`src/ultrasonic_echo_ranging_core_defines.svh`:
```
// Assertion macros shared by the ultrasonic echo ranging RTL.
// Include this header wherever assertions are written; it has no other dependencies.
`ifndef ULTRASONIC_ECHO_RANGING_CORE_DEFINES_SVH
`define ULTRASONIC_ECHO_RANGING_CORE_DEFINES_SVH

// The consequent must hold in the same cycle as the antecedent.
`define UER_ASSERT_IMPLIES(label, clk, rst_n, ante, cons) \
    label: assert property (@(posedge clk) disable iff (!(rst_n)) (ante) |-> (cons)) \
        else $error("uer assertion failed");

// The expression must never be true outside reset.
`define UER_ASSERT_NEVER(label, clk, rst_n, expr) \
    label: assert property (@(posedge clk) disable iff (!(rst_n)) !(expr)) \
        else $error("uer assertion failed");

`endif

```
`src/uer_pkg.sv`:
```
// Package for the ultrasonic echo ranging core: types, register codes and constants.
// No dependencies; the core, uer_seq and uer_dist all import it.
package uer_pkg;

    localparam int CNT_W      = 20;
    localparam int TRIG_W     = 10;
    localparam int TMO_W      = 16;
    localparam int WIDTH_W    = 16;
    localparam int DIST_W     = 17;
    localparam int IDX_W      = 3;
    localparam int CFG_DATA_W = 32;

    // Distance = floor((width * 1000 + 291) / 582), done as one multiply by a
    // scaled reciprocal of 582 (exact for every 16-bit width) and a shift.
    localparam int PROD_W      = 53;
    localparam int RECIP_SHIFT = 36;
    localparam logic [PROD_W-1:0] DIST_MULT = 53'd118074703000;
    localparam logic [PROD_W-1:0] DIST_BIAS = 53'd34359738573;

    localparam logic [WIDTH_W-1:0] WIDTH_MAX = '1;

    localparam logic [CNT_W-1:0]  IDLE_PERIOD_RST   = 20'd1000000;
    localparam logic [TRIG_W-1:0] TRIGGER_WIDTH_RST = 10'd10;
    localparam logic [TMO_W-1:0]  ECHO_TIMEOUT_RST  = 16'd23280;
    localparam logic [DIST_W-1:0] MIN_DIST_RST      = 17'd200;
    localparam logic [DIST_W-1:0] MAX_DIST_RST      = 17'd40000;

    typedef enum logic [1:0] {
        PH_IDLE = 2'd0,
        PH_TRIG = 2'd1,
        PH_WAIT = 2'd2,
        PH_ECHO = 2'd3
    } phase_t;

    typedef enum logic [1:0] {
        ST_NONE    = 2'd0,
        ST_VALID   = 2'd1,
        ST_RANGE   = 2'd2,
        ST_TIMEOUT = 2'd3
    } status_t;

    typedef enum logic [IDX_W-1:0] {
        REG_IDLE_PERIOD   = 3'd0,
        REG_TRIGGER_WIDTH = 3'd1,
        REG_ECHO_TIMEOUT  = 3'd2,
        REG_MIN_DISTANCE  = 3'd3,
        REG_MAX_DISTANCE  = 3'd4
    } cfg_index_t;

    typedef struct packed {
        logic [CNT_W-1:0]  idle_period;
        logic [TRIG_W-1:0] trigger_width;
        logic [TMO_W-1:0]  echo_timeout;
        logic [DIST_W-1:0] min_distance;
        logic [DIST_W-1:0] max_distance;
    } cfg_t;

    typedef struct packed {
        logic               trigger;
        logic               report;
        logic               timeout;
        logic [WIDTH_W-1:0] pulse_width;
    } meas_t;

endpackage

```
`src/ultrasonic_echo_ranging_core.sv`:
```
// Ultrasonic echo ranging core: one result word for every accepted tick word.
// An accepted input passes the sequencer, multiply and output registers before the result is valid.
// Throughput is one word per cycle while m_ready is high; the distance multiplier stage sets the clock path.
// Synchronous active-low reset returns to the idle phase with cleared counters,
// empties the pipeline and loads the configuration register defaults.
// Depends on uer_pkg, uer_seq, uer_dist and ultrasonic_echo_ranging_core_defines.svh.
`include "ultrasonic_echo_ranging_core_defines.svh"

module ultrasonic_echo_ranging_core (
    input  logic                              aclk,
    input  logic                              aresetn,
    input  logic                              cfg_valid,
    output logic                              cfg_ready,
    input  logic [uer_pkg::IDX_W-1:0]         cfg_index,
    input  logic [uer_pkg::CFG_DATA_W-1:0]    cfg_data,
    input  logic                              s_valid,
    output logic                              s_ready,
    input  logic                              s_echo_level,
    output logic                              m_valid,
    input  logic                              m_ready,
    output logic                              m_trigger_level,
    output logic                              m_report_valid,
    output logic [1:0]                        m_status_code,
    output logic [uer_pkg::WIDTH_W-1:0]       m_pulse_width_us,
    output logic [uer_pkg::DIST_W-1:0]        m_distance_centi
);
    import uer_pkg::*;

    cfg_t  cfg_reg, cfg_next;
    logic  meas_valid;
    logic  meas_ready;
    meas_t meas;

    assign cfg_ready = 1'b1;

    always_comb begin
        cfg_next = cfg_reg;
        if (cfg_valid) begin
            case (cfg_index_t'(cfg_index))
                REG_IDLE_PERIOD:   cfg_next.idle_period   = cfg_data[CNT_W-1:0];
                REG_TRIGGER_WIDTH: cfg_next.trigger_width = cfg_data[TRIG_W-1:0];
                REG_ECHO_TIMEOUT:  cfg_next.echo_timeout  = cfg_data[TMO_W-1:0];
                REG_MIN_DISTANCE:  cfg_next.min_distance  = cfg_data[DIST_W-1:0];
                REG_MAX_DISTANCE:  cfg_next.max_distance  = cfg_data[DIST_W-1:0];
                default: begin
                    cfg_next = cfg_reg;
                end
            endcase
        end
    end

    always_ff @(posedge aclk) begin
        if (!aresetn) begin
            cfg_reg.idle_period   <= IDLE_PERIOD_RST;
            cfg_reg.trigger_width <= TRIGGER_WIDTH_RST;
            cfg_reg.echo_timeout  <= ECHO_TIMEOUT_RST;
            cfg_reg.min_distance  <= MIN_DIST_RST;
            cfg_reg.max_distance  <= MAX_DIST_RST;
        end else begin
            cfg_reg <= cfg_next;
        end
    end

    uer_seq u_seq (
        .aclk       (aclk),
        .aresetn    (aresetn),
        .cfg        (cfg_reg),
        .in_valid   (s_valid),
        .in_ready   (s_ready),
        .echo_level (s_echo_level),
        .meas_valid (meas_valid),
        .meas_ready (meas_ready),
        .meas       (meas)
    );

    uer_dist u_dist (
        .aclk             (aclk),
        .aresetn          (aresetn),
        .cfg              (cfg_reg),
        .meas_valid       (meas_valid),
        .meas_ready       (meas_ready),
        .meas             (meas),
        .m_valid          (m_valid),
        .m_ready          (m_ready),
        .m_trigger_level  (m_trigger_level),
        .m_report_valid   (m_report_valid),
        .m_status_code    (m_status_code),
        .m_pulse_width_us (m_pulse_width_us),
        .m_distance_centi (m_distance_centi)
    );

    `UER_ASSERT_IMPLIES(a_empty_out_takes_input, aclk, aresetn, !m_valid, s_ready)
    `UER_ASSERT_IMPLIES(a_timeout_has_no_width, aclk, aresetn,
        m_valid && m_status_code == ST_TIMEOUT, m_pulse_width_us == '0 && m_distance_centi == '0)
    `UER_ASSERT_NEVER(a_status_matches_report, aclk, aresetn,
        m_valid && (m_report_valid == (m_status_code == ST_NONE)))

endmodule

```
`src/uer_seq.sv`:
```
// Measurement sequencer: trigger, echo wait and pulse width count, one tick per word.
// Depends on uer_pkg; feeds uer_dist through a registered meas_t word.
module uer_seq (
    input  logic           aclk,
    input  logic           aresetn,
    input  uer_pkg::cfg_t  cfg,
    input  logic           in_valid,
    output logic           in_ready,
    input  logic           echo_level,
    output logic           meas_valid,
    input  logic           meas_ready,
    output uer_pkg::meas_t meas
);
    import uer_pkg::*;

    phase_t             phase_reg, phase_next;
    logic [CNT_W-1:0]   count_reg, count_next;
    logic [WIDTH_W-1:0] width_reg, width_next;
    logic               valid_reg, valid_next;
    meas_t              meas_reg, meas_next;
    logic [CNT_W-1:0]   count_inc;
    logic               accept;

    assign in_ready   = !valid_reg || meas_ready;
    assign accept     = in_valid && in_ready;
    assign count_inc  = count_reg + 1'b1;
    assign meas_valid = valid_reg;
    assign meas       = meas_reg;

    always_ff @(posedge aclk) begin
        if (!aresetn) begin
            phase_reg <= PH_IDLE;
            count_reg <= '0;
            width_reg <= '0;
            valid_reg <= 1'b0;
        end else begin
            phase_reg <= phase_next;
            count_reg <= count_next;
            width_reg <= width_next;
            valid_reg <= valid_next;
        end
    end

    always_ff @(posedge aclk) begin
        meas_reg <= meas_next;
    end

    always_comb begin
        phase_next = phase_reg;
        count_next = count_reg;
        width_next = width_reg;
        valid_next = valid_reg && !meas_ready;
        meas_next  = meas_reg;
        if (accept) begin
            valid_next = 1'b1;
            meas_next  = '0;
            case (phase_reg)
                PH_IDLE: begin
                    count_next = count_inc;
                    if (count_inc >= cfg.idle_period) begin
                        phase_next = PH_TRIG;
                        count_next = '0;
                    end
                end
                PH_TRIG: begin
                    meas_next.trigger = 1'b1;
                    count_next = count_inc;
                    if (count_inc >= CNT_W'(cfg.trigger_width)) begin
                        phase_next = PH_WAIT;
                        count_next = '0;
                    end
                end
                PH_WAIT: begin
                    if (echo_level) begin
                        phase_next = PH_ECHO;
                        count_next = '0;
                        width_next = WIDTH_W'(1);
                    end else begin
                        count_next = count_inc;
                        if (count_inc >= CNT_W'(cfg.echo_timeout)) begin
                            meas_next.report  = 1'b1;
                            meas_next.timeout = 1'b1;
                            phase_next = PH_IDLE;
                            count_next = '0;
                        end
                    end
                end
                PH_ECHO: begin
                    if (echo_level) begin
                        if (width_reg != WIDTH_MAX) begin
                            width_next = width_reg + 1'b1;
                        end
                    end else begin
                        meas_next.report      = 1'b1;
                        meas_next.pulse_width = width_reg;
                        phase_next = PH_IDLE;
                        count_next = '0;
                        width_next = '0;
                    end
                end
                default: begin
                    phase_next = PH_IDLE;
                end
            endcase
        end
    end

endmodule

```
`src/uer_dist.sv`:
```
// Distance stage: reciprocal multiply, range check and the output register.
// Depends on uer_pkg; takes meas_t words from uer_seq.
module uer_dist (
    input  logic                          aclk,
    input  logic                          aresetn,
    input  uer_pkg::cfg_t                 cfg,
    input  logic                          meas_valid,
    output logic                          meas_ready,
    input  uer_pkg::meas_t                meas,
    output logic                          m_valid,
    input  logic                          m_ready,
    output logic                          m_trigger_level,
    output logic                          m_report_valid,
    output logic [1:0]                    m_status_code,
    output logic [uer_pkg::WIDTH_W-1:0]   m_pulse_width_us,
    output logic [uer_pkg::DIST_W-1:0]    m_distance_centi
);
    import uer_pkg::*;

    logic               prod_valid_reg, prod_valid_next;
    meas_t              prod_meas_reg;
    logic [PROD_W-1:0]  prod_reg, prod_next;
    logic               prod_ready;

    logic               out_valid_reg, out_valid_next;
    logic               out_trig_reg;
    logic               out_report_reg;
    logic [1:0]         out_status_reg, out_status_next;
    logic [WIDTH_W-1:0] out_width_reg;
    logic [DIST_W-1:0]  out_dist_reg, out_dist_next;
    logic [DIST_W-1:0]  quotient;
    logic               in_range;

    assign meas_ready = !prod_valid_reg || prod_ready;
    assign prod_ready = !out_valid_reg || m_ready;

    assign prod_next       = PROD_W'(meas.pulse_width) * DIST_MULT + DIST_BIAS;
    assign prod_valid_next = (prod_valid_reg && !prod_ready) || meas_valid ||
                             (prod_valid_reg && !prod_ready);

    assign quotient = prod_reg[RECIP_SHIFT +: DIST_W];
    assign in_range = (quotient > cfg.min_distance) && (quotient < cfg.max_distance);

    always_comb begin
        out_status_next = ST_NONE;
        out_dist_next   = '0;
        if (prod_meas_reg.report) begin
            if (prod_meas_reg.timeout) begin
                out_status_next = ST_TIMEOUT;
            end else begin
                out_dist_next   = quotient;
                out_status_next = in_range ? ST_VALID : ST_RANGE;
            end
        end
    end

    assign out_valid_next = prod_valid_reg || (out_valid_reg && !m_ready);

    always_ff @(posedge aclk) begin
        if (!aresetn) begin
            prod_valid_reg <= 1'b0;
            out_valid_reg  <= 1'b0;
        end else begin
            if (meas_ready) begin
                prod_valid_reg <= meas_valid;
            end
            if (prod_ready) begin
                out_valid_reg <= out_valid_next;
            end
        end
    end

    always_ff @(posedge aclk) begin
        if (meas_ready && prod_valid_next) begin
            prod_reg      <= prod_next;
            prod_meas_reg <= meas;
        end
        if (prod_ready && prod_valid_reg) begin
            out_trig_reg   <= prod_meas_reg.trigger;
            out_report_reg <= prod_meas_reg.report;
            out_status_reg <= out_status_next;
            out_width_reg  <= prod_meas_reg.pulse_width;
            out_dist_reg   <= out_dist_next;
        end
    end

    assign m_valid          = out_valid_reg;
    assign m_trigger_level  = out_trig_reg;
    assign m_report_valid   = out_report_reg;
    assign m_status_code    = out_status_reg;
    assign m_pulse_width_us = out_width_reg;
    assign m_distance_centi = out_dist_reg;

endmodule
```
`config.mk`:
```
export PLATFORM = sky130hd
export DESIGN_NAME = ultrasonic_echo_ranging_core
export DESIGN_NICKNAME = d
export VERILOG_FILES = /design/src/uer_pkg.sv /design/src/ultrasonic_echo_ranging_core.sv /design/src/uer_seq.sv /design/src/uer_dist.sv
export VERILOG_INCLUDE_DIRS = /design/src /design/src/src
export SDC_FILE = /design/constraint.sdc
export NUM_CORES = 1
export LEC_CHECK = 0
export BUFFER_PORTS_ARGS = -buffer_cell sky130_fd_sc_hd__buf_2
export CAP_MARGIN = 30
export CORE_MARGIN = 3
export CORE_UTILIZATION = 50
export DETAILED_ROUTE_END_ITERATION = 12
export PLACE_DENSITY = 0.67
export SYNTH_ARGS = -nofsm -noshare
export SYNTH_HDL_FRONTEND = slang
export SYNTH_SLANG_ARGS = --single-unit
```
`constraint.sdc`:
```
create_clock -name aclk -period 10.56 [get_ports aclk]
set_input_delay 2.112 -clock aclk [delete_from_list [all_inputs] [get_ports aclk]]
set_output_delay 2.112 -clock aclk [all_outputs]
set_load 0.05 [all_outputs]
```
======== After elaboration in Yosys (flattened, before gate mapping) ========
Index checks and enable logic that the tools add are counted.
word-level totals
  bits in registers ....................... 249
  input port bits ......................... 41
  output and inout port bits .............. 40
  logic and storage cells ................. 108
operators by class
  add/sub/neg operators ................... 3
  multiply operators ...................... 1
  magnitude comparators ................... 5
  equal/unequal tests ..................... 14
  multiplexer cells ....................... 24
  bitwise logic cells ..................... 3
  reduce and logical (&&, ||, !) cells .... 33
operators with widths
  operator                                              number
  two-way mux 20 bit                                    5
  case mux 20 bit (4 select lines)                      1
  adder 53 x 36 -> 53 bit (second input constant)       1
  multiplier 16 x 34 -> 50 bit (second input constant)  1
  two-way mux 16 bit                                    3
  case mux 16 bit (2 select lines)                      1
  adder 20 x 1 -> 20 bit (second input constant)        1
  >= comparator 20 x 10 -> 1 bit                        1
  >= comparator 20 x 16 -> 1 bit                        1
  >= comparator 20 bit                                  1
  two-way mux 2 bit                                     9
  greater-than comparator 17 bit                        1
  < comparator 17 bit                                   1
  adder 16 x 1 -> 16 bit (second input constant)        1
  != test 16 bit (second input constant)                1
  AND reduction 2 bit                                   6
  case mux 2 bit (4 select lines)                       1
  logical AND 1 bit                                     7
  == test 3 x 2 -> 1 bit (second input constant)        2
  logical NOT 1 bit                                     6
  logical OR 1 bit                                      6
  != test 3 x 2 -> 1 bit (second input constant)        2
  OR reduction 2 bit                                    3
  AND reduction 5 bit                                   1
  other kinds (13)                                      20

======== Depth between registers and ports, before layout ========
Gate-level depths: netlist of the first run.
  depth in word-level cells ............... 7
  depth in mapped cells ................... 26
  gate-level depth less buffers ........... 24

======== By module ========
From an unflattened synthesis of the first run, not the netlist that was laid out.
unflattened totals
  cell total of the unflattened synthesis .. 2,262
  area, all modules ....................... 21,738.3 µm²
by module, submodules not included
  module                        times used  cells an instance  area an instance (µm²)  sequential area each (µm²)
  uer_dist                      1           1,469              14,408.8                2,232.1
  uer_seq                       1           489                4,172.8                 1,351.3
  ultrasonic_echo_ranging_core  1           304                3,156.8                 1,601.5

======== Worst setup path before layout of the first run ========
OpenSTA, ideal clock, no wires.
  path type ............................... reg2reg
  start ................................... reg u_seq.meas_reg, in the netlist u_seq.meas[13]
  end ..................................... reg u_dist.prod_reg[46] (data pin)
  arrival time ............................ 6.516 ns
  slack ................................... 3.777 ns
  stages on the path, launching flop included .. 24
  path buffers ............................ 1
  clock period less this slack ............ 6.783 ns
  cell sequence ........................... edfxtp_1 fa_1 inv_1 fa_1 inv_1 fa_1 fa_1 fa_1 inv_1 fa_1 inv_1 ha_1 buf_2 a21oi_2 o21ai_0 a21o_1 a211o_1 nor4_1 nand4_1 nor4_2 a31oi_1 nand2b_4 nand2b_1 xnor2_1
on the way
  cells in the longest elaborated chain, start to end .. 2
ends and longest elaborated chain
  what                            RTL line        RTL
  start: declaration              uer_seq.sv:20   meas_t meas_reg, meas_next;
  start signal: assignment        uer_seq.sv:45   meas_reg <= meas_next;
  multiplier 16 x 34 -> 50 bit    uer_dist.sv:37  assign prod_next = PROD_W'(meas.pulse_width) * DIST_MULT + DIST_BIAS;
  adder 53 x 36 -> 53 bit         uer_dist.sv:37
  named net u_dist.prod_next[46]  uer_dist.sv:22  logic [PROD_W-1:0] prod_reg, prod_next;
  end signal: assignment          uer_dist.sv:75  prod_reg <= prod_next;
  end: declaration                uer_dist.sv:22
The timed path passes the listed nets, and every way through them passes these cells.
A chain may end at the register's enable or synchronous reset.

======== Worst setup path after layout of the first run ========
  start ................................... reg u_seq.meas_reg, in the netlist u_seq.meas[13]
  end ..................................... reg u_dist.prod_reg[51] (data pin)
Same word-level chain as after synthesis.

==> results.json, run 1 <==
{
  "antenna_left": 0,
  "final-setup-viol-count": 0,
  "arrival_ns": 8.22,
  "yosys_warnings": 0,
  "num_vias": 15755,
  "hold_class": "flip-flop to flip-flop",
  "cts_resized": 0,
  "drc": 0,
  "largest_register_ffs": 80,
  "die_y_um": 212,
  "fin_worst_skew_ns": 0.0230,
  "via_per_inst": 5.58,
  "relSlewSlack": 0.332,
  "path_class": "flip-flop to flip-flop",
  "netlist_area_mm2": 0.0211,
  "fin_tns_setup_ns": 0,
  "whs_ns": 0.417,
  "final_nets": 2800,
  "place_hpwl_mm": 44.1,
  "r2r_start": "u_seq.meas[13]",
  "die_width_um": 212,
  "ff2ff_setup_slack_ns": 2.60,
  "ys_ff_latch": 213,
  "critPathLaunchType": "flip-flop",
  "cpLargestDelayFamily": "adder cells",
  "core_area_mm2": 0.0413,
  "synth_commonest_cells": "428 x inv_1, 254 x nand2_1, 253 x ha_1",
  "drv_cap": 0,
  "synth_flop_cell": "dfxtp_1",
  "drt_iter0_drc": 1210,
  "clkTransAtPathRegs_ns": 0.06,
  "io_buffer_count": 67,
  "status": "finished clean",
  "crit_chain": "ha_1 -> inv_1 -> fa_1 -> fa_1 -> inv_1 -> fa_1 -> fa_1 -> inv_1 -> fa_1 -> inv_1 -> ha_1 -> a21oi_2 -> o21ai_2 -> nor4_1 -> nor4b_1 -> a211oi_1 -> o21ai_0 -> xor2_1 -> and4_4 -> nand4_2 -> nor2_1 -> xnor2_1",
  "fmax_ghz": 0.126,
  "ff2ff_path_depth": 22,
  "grt_util_all_layers": 0.248,
  "cts_max_path_buffers": 3,
  "grt_pass1_wl_mm": 87.1,
  "min_to": "u_dist.m_pulse_width_us[9]",
  "yosysMostFrequentCell": "inv_1",
  "routed_wl_mm": 54.8,
  "cp_slowest_cell": "edfxtp_1",
  "syn-num-nets": 2771,
  "worst-path-buf-inv": 4,
  "dr.pass1.iters": 5,
  "grt_overflow": 0,
  "ys_types": 91,
  "cts_tree": "done",
  "clockRootBuffer": "clkbuf_16",
  "die_area_mm2": 0.0447,
  "async_flop_share": 0,
  "dpl-instance-area_mm2": 0.0219,
  "initial_utilization": 0.512,
  "boundaryPins": 81,
  "tightestPinTransition_ns": 0.999,
  "fin_area_mm2": 0.0226,
  "finalCritPeriodShare": 0.753,
  "areaGrowthSynthToFinish_pct": 7.04,
  "hold_viol": 0,
  "place.gp.congestion": 0.936,
  "rsz0062_at_grt": "no",
  "insertion_delay_ns": 0.53,
  "synth_enable_flop_cells": 92,
  "cts_made_buffers": 22,
  "min_path_cells": 0,
  "clock_sinks": 213,
  "end_kind": "flip-flop",
  "grt_max_degree": 94,
  "fillers": 3714,
  "syn_inst": 2247,
  "layout-drive-gt1-share": 0.0690,
  "grt_pass1_vias": 15932,
  "hold_path_startpoint": "u_dist.prod_meas_reg[9]",
  "htree_levels": 1,
  "post_cts_buffers": 0,
  "grt_antenna_before_repair": 1,
  "num_antenna_cells": 0,
  "avgSynthCellArea_um2": 9.40,
  "cts_hold_buf": 0,
  "crit_required_ns": 10.82,
  "cp_common_cell": "fa_1",
  "regToRegEndpoint": "u_dist.prod_reg[51]",
  "fin_crit_ns": 7.96,
  "cp_max_fo": 8,
  "maxSlewViolCount": 0,
  "yosysSeqAreaShare": 0.245,
  "wl_per_cell_um": 19.4,
  "synth_largest_area_cell": "fa_1",
  "synth_top_cell_area_share": 0.218,
  "max_stage_delay_ns": 0.74,
  "synth_top_cells_by_area": "fa_1 22%, ha_1 15%, edfxtp_1 13%",
  "row_count": 74
}
-- layout by cell type (no fill, tap or decap), types with 31 or more instances in the layout --
| cell | instances |
|---|---|
| nand3_1 | 52 |
| xor2_1 | 37 |
| inv_1 | 428 |
| a21boi_0 | 59 |
| and2_1 | 41 |
| dfxtp_1 | 121 |
| a21oi_1 | 82 |
| fa_1 | 230 |
| edfxtp_1 | 92 |
| o211ai_1 | 31 |
| nand2_1 | 254 |
| xnor2_1 | 35 |
| a21o_1 | 35 |
| buf_2 | 67 |
| ha_1 | 253 |
| nor2_1 | 77 |
| o21ai_0 | 44 |
-- cell families (layout without fill, tap and decap cells) --
group / count (synthesis) / count (layout) / share of synthesized area
simple gates: 582 / 582 / 0.133
fa+ha+maj: 483 / 483 / 0.368
other cells: 1 / 1 / 0.000178
buf+inv: 500 / 544 / 0.0909
mux: 6 / 6 / 0.00290
flops: 213 / 213 / 0.245
xor+xnor: 73 / 73 / 0.0306
compound gates: 389 / 389 / 0.129
-- through the flow --
step	setup slack [ns]	cells	util
after floorplan	3.78	2247	-
after global placement	2.62	2781	0.530
after detailed placement	2.60	2783	0.530
after CTS	2.58	2822	0.547
after global routing	2.21	2823	0.548
final	2.60	2823	0.548
-- layout make-up --
type / count / area [um^2] / area share
clock inverter: 7 / 35.0 / 0.00155
inverter: 429 / 1610 / 0.0712
clock buffer: 32 / 659 / 0.0292
timing repair buffer: 76 / 418 / 0.0185
tap: 532 / 666 / 0.0294
sequential: 213 / 5180 / 0.229
multi-input combinational: 1534 / 14000 / 0.621
-- worst max-delay path by stage --
stage / startpoint / endpoint / slack, ns / depth (start not counted)
after floorplan: u_seq.meas[13] / u_dist.prod_reg[46] / 3.78 / 23
after global placement: u_seq.meas[5] / u_dist.prod_reg[48] / 2.62 / 24
after detailed placement: u_seq.meas[13] / u_dist.prod_reg[46] / 2.60 / 22
after CTS: u_seq.meas[13] / u_dist.prod_reg[48] / 2.58 / 22
after global routing: u_seq.meas[13] / u_dist.prod_reg[51] / 2.21 / 22
final: u_seq.meas[13] / u_dist.prod_reg[51] / 2.60 / 22
-- layer usage --
metal	GRT usage	up-vias	routed length (um)
li1	-	7478	-
met1	0.347	7638	24600
met2	0.391	556	24300
met3	0.0612	83	4540
met4	0.0598	0	1400
met5	0	-	0
Power of run 1 is left out: the tool's default activity adds up to more than one toggle a clock period on the data nets, which glitch-free logic cannot reach.
==> run 2, diff against run 1 <==
--- a/config.mk
+++ b/config.mk
@@ -6,12 +6,13 @@
 export SDC_FILE = /design/constraint.sdc
 export NUM_CORES = 1
 export LEC_CHECK = 0
+export ABC_AREA = 1
 export BUFFER_PORTS_ARGS = -buffer_cell sky130_fd_sc_hd__buf_2
 export CAP_MARGIN = 30
 export CORE_MARGIN = 3
 export CORE_UTILIZATION = 50
 export DETAILED_ROUTE_END_ITERATION = 12
-export PLACE_DENSITY = 0.67
+export PLACE_DENSITY = 0.69
 export SYNTH_ARGS = -nofsm -noshare
 export SYNTH_HDL_FRONTEND = slang
 export SYNTH_SLANG_ARGS = --single-unit
==> constraint.sdc (replaced) <==
create_clock -name aclk -period 6.5 [get_ports aclk]
set_input_delay 1.3 -clock aclk [delete_from_list [all_inputs] [get_ports aclk]]
set_output_delay 1.3 -clock aclk [all_outputs]
set_load 0.05 [all_outputs]
==> results.json, run 2 <==
{
  "clkTransAtPathRegs_ns": 0.06,
  "max_stage_delay_ns": 0.60,
  "ff2ff_path_depth": 28,
  "boundaryPins": 81,
  "cts_hold_buf": 0,
  "grt_util_all_layers": 0.267,
  "initial_utilization": 0.511,
  "row_count": 77,
  "place.gp.congestion": 1.01,
  "synth_top_cell_area_share": 0.202,
  "fmax_ghz": 0.157,
  "async_flop_share": 0,
  "cts_max_path_buffers": 3,
  "relSlewSlack": 0.357,
  "end_kind": "flip-flop",
  "cp_max_fo": 4,
  "arrival_ns": 6.67,
  "grt_pass1_vias": 19502,
  "core_area_mm2": 0.0447,
  "synth_flop_cell": "dfxtp_1",
  "final-setup-viol-count": 0,
  "fin_crit_ns": 6.38,
  "die_area_mm2": 0.0483,
  "synth_top_cells_by_area": "fa_1 20%, ha_1 14%, edfxtp_1 12%",
  "tightestPinTransition_ns": 0.958,
  "io_buffer_count": 67,
  "fin_worst_skew_ns": 0.0287,
  "synth_largest_area_cell": "fa_1",
  "grt_pass1_wl_mm": 101,
  "netlist_area_mm2": 0.0228,
  "drv_cap": 0,
  "syn_inst": 2948,
  "grt_antenna_before_repair": 1,
  "cts_made_buffers": 23,
  "hold_class": "flip-flop to flip-flop",
  "final_common_cell": "inv_1",
  "post-route-util": 0.605,
  "largest_register_ffs": 80,
  "die_y_um": 220,
  "yosysMostFrequentCell": "inv_1",
  "cp_common_cell": "nand2_1",
  "path_class": "flip-flop to flip-flop",
  "via_per_inst": 5.16,
  "syn-num-nets": 3472,
  "synth_commonest_cells": "736 x inv_1, 626 x nand2_1, 253 x ha_1",
  "maxSlewViolCount": 0,
  "drt_iter0_drc": 1662,
  "clockRootBuffer": "clkbuf_16",
  "clock_sinks": 213,
  "place_hpwl_mm": 52.7,
  "grt_overflow": 0,
  "num_vias": 19699,
  "min_path_cells": 0,
  "layout-drive-gt1-share": 0.198,
  "status": "finished clean",
  "drc": 0,
  "critPathLaunchType": "flip-flop",
  "wl_per_cell_um": 16.8,
  "routed_wl_mm": 64.1,
  "cts_tree": "done",
  "final_nets": 3730,
  "grt_max_degree": 84,
  "die_width_um": 220,
  "yosysSeqAreaShare": 0.227,
  "antenna_left": 0,
  "ys_ff_latch": 213,
  "avgSynthCellArea_um2": 7.74,
  "cp_slowest_cell": "fa_1",
  "htree_levels": 1,
  "areaGrowthSynthToFinish_pct": 18.5,
  "layout.cells.most_common_list": "722 x inv_1, 559 x nand2_1, 217 x ha_1, 216 x fa_1, 191 x buf_4",
  "rsz0062_at_grt": "yes",
  "synth_enable_flop_cells": 92,
  "ys_types": 50,
  "finalCritPeriodShare": 0.982,
  "crit_required_ns": 6.79,
  "hold_viol": 0,
  "dr.pass1.iters": 5,
  "insertion_delay_ns": 0.54,
  "yosys_warnings": 0
}
## run 2: final cells by class
cell class	count	area [um^2]
Multi-Input combinational cell	1946	15700
Timing Repair Buffer	265	1850
Clock buffer	27	601
Sequential cell	213	5180
Fill cell	3925	17700
Tap cell	592	741
Inverter	757	2850
Antenna cell	1	2.50
Clock inverter	15	129
## run 2: cell families (layout without fill, tap and decap cells)
group	after synthesis	in the layout	synth area share
AND/OR/NAND/NOR	1124	1125	0.213
buffers and inverters	790	1064	0.131
adder cells (fa/ha/maj)	483	483	0.340
AO/OA/AOI/OAI	304	304	0.0743
flip-flops	213	213	0.227
XOR/XNOR	33	33	0.0133
other	1	2	0.000164
## run 2: final timing paths
check	slack, ns	endpoint	start
worst max-delay path	0.12	u_dist.prod_reg[46]	u_seq.meas[15]
worst min register to register	0.42	u_dist.m_pulse_width_us[6]	u_dist.prod_meas_reg[6]
worst max register to register	0.12	u_dist.prod_reg[46]	u_seq.meas[15]
worst min-delay path	0.42	u_dist.m_pulse_width_us[6]	u_dist.prod_meas_reg[6]
## run 2: critical path, delay by kind of cell (launching register included)
kind | cells | cell delay [ns]
buffers and inverters | 6 | 0.55
flip-flops | 1 | 0.49
adder cells (fa/ha/maj) | 7 | 3.53
AND/OR/NAND/NOR | 15 | 1.57
## run 2: through the flow
| stage | TNS [ns] | cells | cell area (um^2) | worst slack (ns) | hold slack, ns |
|---|---|---|---|---|---|
| floorplan | 0 | 2948 | 22800 | 0.384 | 0.400 |
| global placement | -0.778 | 3748 | 25100 | -0.103 | 0.402 |
| detailed placement | -0.822 | 3748 | 25100 | -0.135 | 0.405 |
| CTS | -0.0225 | 3794 | 25900 | -0.0171 | 0.417 |
| global route | -0.901 | 3816 | 27000 | -0.121 | 0.428 |
| finish | 0 | 3816 | 27000 | 0.116 | 0.417 |
## run 2: what timing repair did
item / CTS / global route
gates resized for setup: 15 / 264
pin swaps: 3 / 96
cloned: 0 / 1
setup endpoints to repair: 17 / 17
setup buffers: 4 / 20
## run 2: routing by layer
metal	up-vias	wire length (um)	GRT usage
met4	2	2250	0.0798
met5	-	16	0.00313
met1	9414	27900	0.363
met3	146	3420	0.0272
met2	549	30500	0.452
li1	9588	-	-
Power of run 2 is left out for the same reason.
